[config.mk]
export PLATFORM = sky130hd
export DESIGN_NAME = playfair_encrypt_stream
export DESIGN_NICKNAME = d
export VERILOG_FILES = /design/src/rtl/pfe_pkg.sv /design/src/rtl/pfe_front.sv /design/src/rtl/pfe_fifo.sv /design/src/rtl/pfe_back.sv /design/src/rtl/playfair_encrypt_stream.sv
export SDC_FILE = /design/constraint.sdc
export NUM_CORES = 1
export LEC_CHECK = 0
export BUFFER_PORTS_ARGS = -buffer_cell sky130_fd_sc_hd__buf_2
export CELL_PAD_IN_SITES_DETAIL_PLACEMENT = 1
export CELL_PAD_IN_SITES_GLOBAL_PLACEMENT = 1
export CORE_ASPECT_RATIO = 1.5
export CORE_MARGIN = 5
export CORE_UTILIZATION = 50
export CTS_CLUSTER_SIZE = 20
export DETAILED_ROUTE_END_ITERATION = 10
export GPL_TIMING_DRIVEN = 0
export PLACE_DENSITY_LB_ADDON = 0.1
export SLEW_MARGIN = 20
export SYNTH_ARGS = -nofsm -noshare
export SYNTH_HDL_FRONTEND = slang
export SYNTH_SLANG_ARGS = --single-unit
[constraint.sdc]
create_clock -name clk -period 5.2 [get_ports clk]
set_input_delay 0.26 -clock clk [delete_from_list [all_inputs] [get_ports clk]]
set_output_delay 0.26 -clock clk [all_outputs]
set_load 0.05 [all_outputs]
[src/rtl/pfe_pkg.sv]
// Package for the Playfair encryption stream: shared types, letter codes
// and the key square lookup functions. No dependencies.
package pfe_pkg;

	localparam int unsigned SQ        = 5;
	localparam int unsigned CODE_W    = 5;
	localparam int unsigned ROW_W     = SQ * CODE_W;
	localparam int unsigned POS_W     = 3;
	localparam int unsigned QDEPTH    = 4;
	localparam int unsigned QAW       = 2;
	localparam int unsigned NREG      = 5;
	localparam int unsigned ADDR_W    = 5;

	localparam logic [4:0] CODE_I = 5'd8;
	localparam logic [4:0] CODE_J = 5'd9;
	localparam logic [4:0] CODE_X = 5'd23;
	localparam logic [POS_W-1:0] POS_LAST = 3'd4;

	localparam logic [7:0] ASCII_UA = 8'h41;
	localparam logic [7:0] ASCII_UZ = 8'h5A;
	localparam logic [7:0] ASCII_LA = 8'h61;
	localparam logic [7:0] ASCII_LZ = 8'h7A;

	typedef logic [SQ-1:0][ROW_W-1:0] key_rows_t;

	// One digraph request handed from the front to the back.
	typedef struct packed {
		logic [CODE_W-1:0] a;
		logic [CODE_W-1:0] b;
		logic              eom;
	} pair_t;

	typedef struct packed {
		logic full;
		logic empty;
	} q_stat_t;

	typedef struct packed {
		logic [POS_W-1:0] r;
		logic [POS_W-1:0] c;
	} pos_t;

	function automatic logic [CODE_W-1:0] sq_get(key_rows_t rows, logic [POS_W-1:0] r,
		logic [POS_W-1:0] c);
		logic [ROW_W-1:0] row;
		row = rows[r];
		return row[c*CODE_W +: CODE_W];
	endfunction

	// First match in row order, then column order; no match gives row 0, column 0.
	function automatic pos_t sq_find(key_rows_t rows, logic [CODE_W-1:0] code);
		pos_t p;
		p = '0;
		for (int i = SQ - 1; i >= 0; i--) begin
			for (int k = SQ - 1; k >= 0; k--) begin
				if (rows[i][k*CODE_W +: CODE_W] == code) begin
					p.r = POS_W'(i);
					p.c = POS_W'(k);
				end
			end
		end
		return p;
	endfunction

	function automatic logic [POS_W-1:0] pos_next(logic [POS_W-1:0] v);
		return (v == POS_LAST) ? '0 : POS_W'(v + 1'b1);
	endfunction

endpackage

[src/rtl/pfe_front.sv]
// Front part of the Playfair stream: classifies bytes, holds the waiting
// letter and issues digraph requests into the queue. Depends on pfe_pkg.
module pfe_front
	import pfe_pkg::*;
(
	input  logic        clk,
	input  logic        arst_n,
	input  logic [7:0]  in_char,
	input  logic        last_char,
	input  logic        in_valid,
	output logic        in_ready,
	input  q_stat_t     q_stat,
	output logic        push,
	output pair_t       push_data
);

	logic [CODE_W-1:0] held_letter_q;
	logic              held_valid_q;
	logic              pend_valid_q;
	pair_t             pend_q;

	logic              accept;
	logic              is_letter;
	logic [CODE_W-1:0] code;
	logic              first_v;
	pair_t             first_p;
	logic              second_v;
	pair_t             second_p;
	logic [CODE_W-1:0] held_d;
	logic              held_v_d;

	assign in_ready = !pend_valid_q && !q_stat.full;
	assign accept   = in_valid && in_ready;

	always_comb begin
		is_letter = 1'b0;
		code      = '0;
		if (in_char inside {[ASCII_LA:ASCII_LZ]}) begin
			is_letter = 1'b1;
			code      = CODE_W'(in_char - ASCII_LA);
		end else if (in_char inside {[ASCII_UA:ASCII_UZ]}) begin
			is_letter = 1'b1;
			code      = CODE_W'(in_char - ASCII_UA);
		end
		if (code == CODE_J) begin
			code = CODE_I;
		end
	end

	always_comb begin
		first_v  = 1'b0;
		first_p  = '{a: held_letter_q, b: CODE_X, eom: 1'b0};
		second_v = 1'b0;
		second_p = '{a: code, b: CODE_X, eom: 1'b1};
		held_d   = held_letter_q;
		held_v_d = held_valid_q;
		if (is_letter) begin
			if (!held_valid_q) begin
				held_d   = code;
				held_v_d = 1'b1;
				if (last_char) begin
					first_v  = 1'b1;
					first_p  = '{a: code, b: CODE_X, eom: 1'b1};
					held_d   = '0;
					held_v_d = 1'b0;
				end
			end else if (code == held_letter_q) begin
				first_v = 1'b1;
				held_d  = code;
				if (last_char) begin
					second_v = 1'b1;
					held_d   = '0;
					held_v_d = 1'b0;
				end
			end else begin
				first_v  = 1'b1;
				first_p  = '{a: held_letter_q, b: code, eom: last_char};
				held_d   = '0;
				held_v_d = 1'b0;
			end
		end else if (last_char && held_valid_q) begin
			first_v  = 1'b1;
			first_p  = '{a: held_letter_q, b: CODE_X, eom: 1'b1};
			held_d   = '0;
			held_v_d = 1'b0;
		end
	end

	assign push      = pend_valid_q ? !q_stat.full : (accept && first_v);
	assign push_data = pend_valid_q ? pend_q : first_p;

	always_ff @(posedge clk or negedge arst_n) begin
		if (!arst_n) begin
			held_letter_q <= '0;
			held_valid_q  <= 1'b0;
			pend_valid_q  <= 1'b0;
		end else begin
			if (accept) begin
				held_letter_q <= held_d;
				held_valid_q  <= held_v_d;
				pend_valid_q  <= second_v;
			end else if (pend_valid_q && !q_stat.full) begin
				pend_valid_q <= 1'b0;
			end
		end
	end

	always_ff @(posedge clk) begin
		if (accept) begin
			pend_q <= second_p;
		end
	end

endmodule

[src/rtl/pfe_fifo.sv]
// Short request queue between the front and back parts of the Playfair
// stream. Depends on pfe_pkg.
module pfe_fifo
	import pfe_pkg::*;
(
	input  logic    clk,
	input  logic    arst_n,
	input  logic    push,
	input  pair_t   wdata,
	input  logic    pop,
	output pair_t   rdata,
	output q_stat_t stat
);

	pair_t          mem_q [QDEPTH];
	logic [QAW-1:0] wr_ptr_q;
	logic [QAW-1:0] rd_ptr_q;
	logic [QAW:0]   count_q;

	assign stat.full  = (count_q == (QAW+1)'(QDEPTH));
	assign stat.empty = (count_q == '0);
	assign rdata      = mem_q[rd_ptr_q];

	always_ff @(posedge clk or negedge arst_n) begin
		if (!arst_n) begin
			wr_ptr_q <= '0;
			rd_ptr_q <= '0;
			count_q  <= '0;
		end else begin
			if (push) begin
				wr_ptr_q <= QAW'(wr_ptr_q + 1'b1);
			end
			if (pop) begin
				rd_ptr_q <= QAW'(rd_ptr_q + 1'b1);
			end
			if (push && !pop) begin
				count_q <= (QAW+1)'(count_q + 1'b1);
			end else if (pop && !push) begin
				count_q <= (QAW+1)'(count_q - 1'b1);
			end
		end
	end

	always_ff @(posedge clk) begin
		if (push) begin
			mem_q[wr_ptr_q] <= wdata;
		end
	end

endmodule

[src/rtl/pfe_back.sv]
// Back part of the Playfair stream: locates both letters in the key square,
// applies the row, column or rectangle rule and sends out two letters.
// Depends on pfe_pkg.
module pfe_back
	import pfe_pkg::*;
(
	input  logic        clk,
	input  logic        arst_n,
	input  key_rows_t   rows,
	input  q_stat_t     q_stat,
	input  pair_t       head,
	output logic        pop,
	output logic [6:0]  cipher_letter,
	output logic        end_of_message,
	output logic        out_valid,
	input  logic        out_ready
);

	logic              valid_s1;
	pos_t              p1_s1;
	pos_t              p2_s1;
	logic              eom_s1;

	logic              out_v_q;
	logic [CODE_W-1:0] o1_q;
	logic [CODE_W-1:0] o2_q;
	logic              eom_q;
	logic              phase_q;

	logic              pair_free;
	logic              load_pair;
	logic              s1_free;
	logic [CODE_W-1:0] o1;
	logic [CODE_W-1:0] o2;
	logic [CODE_W-1:0] sel;

	assign pair_free = !out_v_q || (out_ready && phase_q);
	assign load_pair = valid_s1 && pair_free;
	assign s1_free   = !valid_s1 || load_pair;
	assign pop       = !q_stat.empty && s1_free;

	always_comb begin
		if (p1_s1.r == p2_s1.r) begin
			o1 = sq_get(rows, p1_s1.r, pos_next(p1_s1.c));
			o2 = sq_get(rows, p2_s1.r, pos_next(p2_s1.c));
		end else if (p1_s1.c == p2_s1.c) begin
			o1 = sq_get(rows, pos_next(p1_s1.r), p1_s1.c);
			o2 = sq_get(rows, pos_next(p2_s1.r), p2_s1.c);
		end else begin
			o1 = sq_get(rows, p1_s1.r, p2_s1.c);
			o2 = sq_get(rows, p2_s1.r, p1_s1.c);
		end
	end

	assign sel            = phase_q ? o2_q : o1_q;
	assign cipher_letter  = 7'(7'h41 + {2'b00, sel});
	assign end_of_message = eom_q && phase_q;
	assign out_valid      = out_v_q;

	always_ff @(posedge clk or negedge arst_n) begin
		if (!arst_n) begin
			valid_s1 <= 1'b0;
			out_v_q  <= 1'b0;
			phase_q  <= 1'b0;
		end else begin
			if (s1_free) begin
				valid_s1 <= pop;
			end
			if (load_pair) begin
				out_v_q <= 1'b1;
				phase_q <= 1'b0;
			end else if (out_v_q && out_ready) begin
				if (phase_q) begin
					out_v_q <= 1'b0;
				end
				phase_q <= !phase_q;
			end
		end
	end

	always_ff @(posedge clk) begin
		if (pop) begin
			p1_s1  <= sq_find(rows, head.a);
			p2_s1  <= sq_find(rows, head.b);
			eom_s1 <= head.eom;
		end
		if (load_pair) begin
			o1_q  <= o1;
			o2_q  <= o2;
			eom_q <= eom_s1;
		end
	end

endmodule

[src/rtl/playfair_encrypt_stream.sv]
// Top level of the Playfair encryption stream: key square registers on the
// APB port, front, request queue and back. Depends on pfe_pkg and submodules.
//
// The block takes one plaintext byte per request on the in channel and returns
// ciphertext letters as upper-case ASCII on the out channel. Non-letters are
// dropped, lower case folds to upper case and J becomes I. A repeated letter
// is split with X, and a lone letter at the end of a message (last_char set)
// is padded with X; end_of_message marks the final letter of such a message.
// Each accepted byte is classified at the input; each digraph then has its
// letters located (registered positions), has the cipher rule applied
// (registered letter pair) and leaves as two letters in turn, so the output
// port sets the sustained rate. A byte that yields two digraphs (a doubled
// letter at the end of a message) holds the input until its second request
// is pushed into the queue. The four-entry request queue lets the input keep
// flowing while the output is stalled. The key square is five registers at
// byte addresses 0, 4, 8, 12 and 16, each holding five 5-bit letter codes
// with column 0 in the low bits; write them only while the block is idle.
module playfair_encrypt_stream
	import pfe_pkg::*;
(
	input  logic              clk,
	input  logic              arst_n,
	input  logic [7:0]        in_char,
	input  logic              last_char,
	input  logic              in_valid,
	output logic              in_ready,
	output logic [6:0]        cipher_letter,
	output logic              end_of_message,
	output logic              out_valid,
	input  logic              out_ready,
	input  logic              psel,
	input  logic              penable,
	input  logic              pwrite,
	input  logic [ADDR_W-1:0] paddr,
	input  logic [31:0]       pwdata,
	output logic [31:0]       prdata,
	output logic              pready
);

	key_rows_t key_row_q;
	logic [2:0] reg_idx;
	logic       cfg_wr;

	q_stat_t q_stat;
	logic    push;
	pair_t   push_data;
	logic    pop;
	pair_t   head;

	// Register index is the word address; indexes past the last row are ignored.
	assign reg_idx = paddr[4:2];
	assign pready  = 1'b1;
	assign cfg_wr  = psel && penable && pwrite && pready;

	always_ff @(posedge clk or negedge arst_n) begin
		if (!arst_n) begin
			key_row_q <= '0;
		end else if (cfg_wr && (reg_idx < 3'(NREG))) begin
			key_row_q[reg_idx] <= pwdata[ROW_W-1:0];
		end
	end

	always_comb begin
		prdata = '0;
		if (reg_idx < 3'(NREG)) begin
			prdata = {7'b0, key_row_q[reg_idx]};
		end
	end

	// The front classifies bytes and keeps the held letter.
	pfe_front u_front (
		.clk       (clk),
		.arst_n    (arst_n),
		.in_char   (in_char),
		.last_char (last_char),
		.in_valid  (in_valid),
		.in_ready  (in_ready),
		.q_stat    (q_stat),
		.push      (push),
		.push_data (push_data)
	);

	pfe_fifo u_fifo (
		.clk    (clk),
		.arst_n (arst_n),
		.push   (push),
		.wdata  (push_data),
		.pop    (pop),
		.rdata  (head),
		.stat   (q_stat)
	);

	// The back enciphers each digraph and serializes the two letters.
	pfe_back u_back (
		.clk            (clk),
		.arst_n         (arst_n),
		.rows           (key_row_q),
		.q_stat         (q_stat),
		.head           (head),
		.pop            (pop),
		.cipher_letter  (cipher_letter),
		.end_of_message (end_of_message),
		.out_valid      (out_valid),
		.out_ready      (out_ready)
	);

	// The front must never push into a full queue.
	a_no_push_full: assert property (@(posedge clk) disable iff (!arst_n)
		!(push && q_stat.full))
		else $error("request pushed into full queue");

	// The back must never pop an empty queue.
	a_no_pop_empty: assert property (@(posedge clk) disable iff (!arst_n)
		!(pop && q_stat.empty))
		else $error("request popped from empty queue");

	// Input is refused while the queue is full.
	a_ready_full: assert property (@(posedge clk) disable iff (!arst_n)
		q_stat.full |-> !in_ready)
		else $error("input ready while queue full");

endmodule

==> results.json <==
{
  "grt_pass1_wl_um": 129800,
  "worst_pin_slew_ns": 1.323,
  "io_buffers": 75,
  "cts_tree": "yes",
  "fill_cells": 4200,
  "std_cell_rows": 87,
  "viasPerCell": 7.042,
  "wl_per_cell_um": 35.97,
  "synth-edff-count": 73,
  "ff2ff_setup_slack_ns": 0.56,
  "netlist_area_um2": 18900,
  "tns_ns": 0,
  "ys_warn_count": 0,
  "htree_num_levels": 1,
  "regArea_um2": 5746,
  "totalWireLength_um": 91890,
  "vias": 17992,
  "final_util": 0.5596,
  "pwr-share-comb": 0.695,
  "crit_type": "reg -> reg",
  "cts_buffers": 23,
  "async_flop_share": 0.6605,
  "dp_hpwl_um": 64210,
  "cts-root-buf": "clkbuf_16",
  "coreArea_um2": 37450,
  "relSlewSlack": 0.1180,
  "grt_overflow": 0,
  "worstRegToRegCells": 12,
  "drtIter0Drc": 2041,
  "cap_violations": 0,
  "drcViolationCount": 0,
  "grt_max_degree": 95,
  "worstSkewPairLatency_ns": 0.57,
  "irDropWorstVdd_mv": 0.3748,
  "seq_area_frac_synth": 0.3040,
  "critPathMaxFanout": 10,
  "leakagePower_nw": 8.095,
  "holdPathEnd": "key_row_q[85]",
  "hold_viol_final": 0,
  "multi_input_area_um2": 11880,
  "clk_pin_slew_ns": 0.06,
  "io_pins": 96,
  "rsz0062_at_grt": "false",
  "grt.total_usage": 0.4305,
  "p_sw_frac": 0.5071,
  "clockBufferDepth": 3,
  "worstPathArrival_ns": 4.95,
  "cp.required_ns": 5.50,
  "min_period_ns": 4.644,
  "p_switching_mw": 6.986,
  "clock.fmax_mhz": 215.3,
  "die_w_um": 168.7,
  "layout_commonest_cell": "clkbuf_1",
  "fin_ws_ns": 0.5558,
  "synthCells": 1923,
  "synth.avg_cell_area_um2": 9.827,
  "clock_skew_ns": 0.03696,
  "cp-end-kind": "flip-flop",
  "finalCritPeriodShare": 0.8931,
  "hold_slack_ns": 0.01811,
  "post-place-ws_ns": 0.6281,
  "clock_power_share": 0.130,
  "p_int_mw": 6.790,
  "post_route_cells_drive_above_1_share": 0.2078,
  "ys_types": 79,
  "synth_top_flop_cell": "dfrtp_1",
  "layout_common_cells": "clkbuf_1 (161), xnor2_1 (158), dfrtp_1 (142)",
  "die_area_um2": 41860,
  "dr.pass1.iters": 8,
  "start_kind": "flip-flop",
  "hold_depth": 2,
  "start_util": 0.5047,
  "min_from": "pwdata[10]",
  "hp-class": "in -> reg",
  "cts.sinks": 215,
  "drv_slew": 0,
  "fp.dieH_um": 248.1,
  "cts_setup_buffers": 0,
  "rr_startpoint": "u_back.p2_s1[3]",
  "seqPwrFrac": 0.175,
  "power_density_nw_per_um2": 657.5,
  "timing.rr.end": "u_back.o2_q[0]",
  "area_growth_pct": 10.88,
  "antenna_found_initial": 10,
  "ys_seq_elements": 215,
  "final_nets": 2115,
  "setup_viol": 0,
  "place_congestion": 1.093,
  "status": "complete, no violations",
  "ant_nets": 0,
  "grt_pass1_vias": 18365
}
[flip-flops by register name, indices dropped and copies added, names as in the netlist, 2 cells and up]
signal                 count
u_fifo.wr_ptr_q            2
u_front.pend_q             5
key_row_q                125
u_back.p1_s1               6
u_fifo.rd_ptr_q            2
u_back.o2_q                5
u_back.p2_s1               6
u_front.held_letter_q      5
u_fifo.count_q             3
u_back.o1_q                5
u_fifo.mem_q              44
[how the worst max path moves through the flow]
| stage | end | startpoint | cells after the start | slack [ns] |
|---|---|---|---|---|
| finish | u_back.o2_q[0] | u_back.p2_s1[3] | 12 | 0.56 |
| floorplan | u_back.o2_q[1] | u_back.p2_s1[3] | 12 | 1.58 |
| global placement | u_back.o2_q[0] | u_back.p2_s1[3] | 12 | 0.68 |
| CTS | u_back.o2_q[1] | u_back.p2_s1[3] | 12 | 0.64 |
| global route | u_back.o2_q[1] | u_back.p2_s1[3] | 12 | 0.34 |
| detailed placement | u_back.o2_q[0] | u_back.p2_s1[3] | 12 | 0.63 |
[worst max-delay path, cell delays in order (launching register included)]
cell and delay (ns):
edfxtp_1 0.43, buf_2 0.33, buf_2 0.40, clkinv_1 0.31, ha_1 0.34, a21oi_2 0.62, buf_2 0.47, mux4_2 0.54
nand2_1 0.10, a31oi_1 0.16, a22oi_1 0.39, o21ai_0 0.11, and3_1 0.20
[metal layers]
layer / wire (um) / GRT usage
met1: 29600 / 0.4569
met2: 42000 / 0.6964
met3: 9931 / 0.1254
met4: 10320 / 0.3764
met5: 35 / 0
[power groups by stage]
stage               registers [mW]  clock network (mW)  logic (mW)
floorplan                     2.35                   0        6.52
global placement              2.40                   0        8.93
detailed placement            2.43                   0        9.17
CTS                           2.40                1.81        9.22
global route                  2.44                1.89        9.93
finish                        2.41                1.79        9.58
[logic make-up after synthesis]
logic type | count (synthesis) | share of synthesized area
adders and majority gates | 18 | 0.01231
DFF | 215 | 0.3040
AOI/OAI and AO/OA | 348 | 0.1271
other | 2 | 0.0003974
buffers and inverters | 294 | 0.07084
muxes | 332 | 0.2456
and+or+nand+nor | 441 | 0.1129
xor gates and xnor gates | 273 | 0.1269
[metrics by stage]
stage                     power [mW]  instances  instance area, um^2
after detailed placement       11.59       2497                20020
after floorplan                8.877       1930                18920
final                          13.78       2555                20950
after global placement         11.33       2494                19910
after global routing           14.25       2549                20940
after CTS                      13.43       2549                20930
[cell type report]
cell class                 count  share of cell area
timing repair buffer          89             0.02663
antenna                        6           0.0007165
sequential                   215              0.2742
tap                          489             0.02920
clock buffer                  29             0.03147
buffer                       262             0.05816
clock inverter                12            0.007046
inverter                      32            0.005732
multi-input combinational   1421              0.5668
[cells in the mapped netlist (all sizes together) (4+ instances only)]
cell | instances | area, um^2
clkbuf | 160 | 600.6
xnor2 | 159 | 1400
dfrtp | 142 | 3553
mux2 | 134 | 1509
xor2 | 114 | 998.5
nor2 | 110 | 412.9
mux2i | 107 | 1071
buf | 102 | 618.1
nand2 | 99 | 371.6
mux4 | 91 | 2061
nor3 | 81 | 435.4
edfxtp | 73 | 2192
o21ai | 69 | 349.1
nand3 | 65 | 325.3
a21oi | 64 | 327.8
a22oi | 43 | 322.8
o22ai | 36 | 225.2
a221o | 32 | 320.3
inv | 27 | 101.3
ha | 17 | 212.7
nor2b | 13 | 81.33
o221ai | 13 | 113.9
nand2b | 11 | 68.82
a31oi | 9 | 56.30
o211ai | 9 | 67.56
and2 | 8 | 50.05
o2111ai | 8 | 70.07
o31ai | 8 | 60.06
or2 | 8 | 50.05
or3 | 8 | 50.05
nor3b | 7 | 52.55
o2bb2ai | 7 | 61.31
a211o | 6 | 52.55
and3 | 6 | 37.54
nor4 | 6 | 37.54
a211oi | 5 | 37.54
clkinv | 5 | 18.77
nand4 | 5 | 31.28
nor4b | 5 | 50.04
a21boi | 4 | 30.03
a221oi | 4 | 35.03
a311oi | 4 | 35.03
o22a | 4 | 35.03
o31a | 4 | 35.03
[what timing repair did]
item / 4_1_cts / 5_1_grt
endpoints found under the hold margin: 73 / 0
gates resized for setup: 0 / 0
hold buffers: 11 / 0
Note: power is estimated with default switching activity, not from simulation.
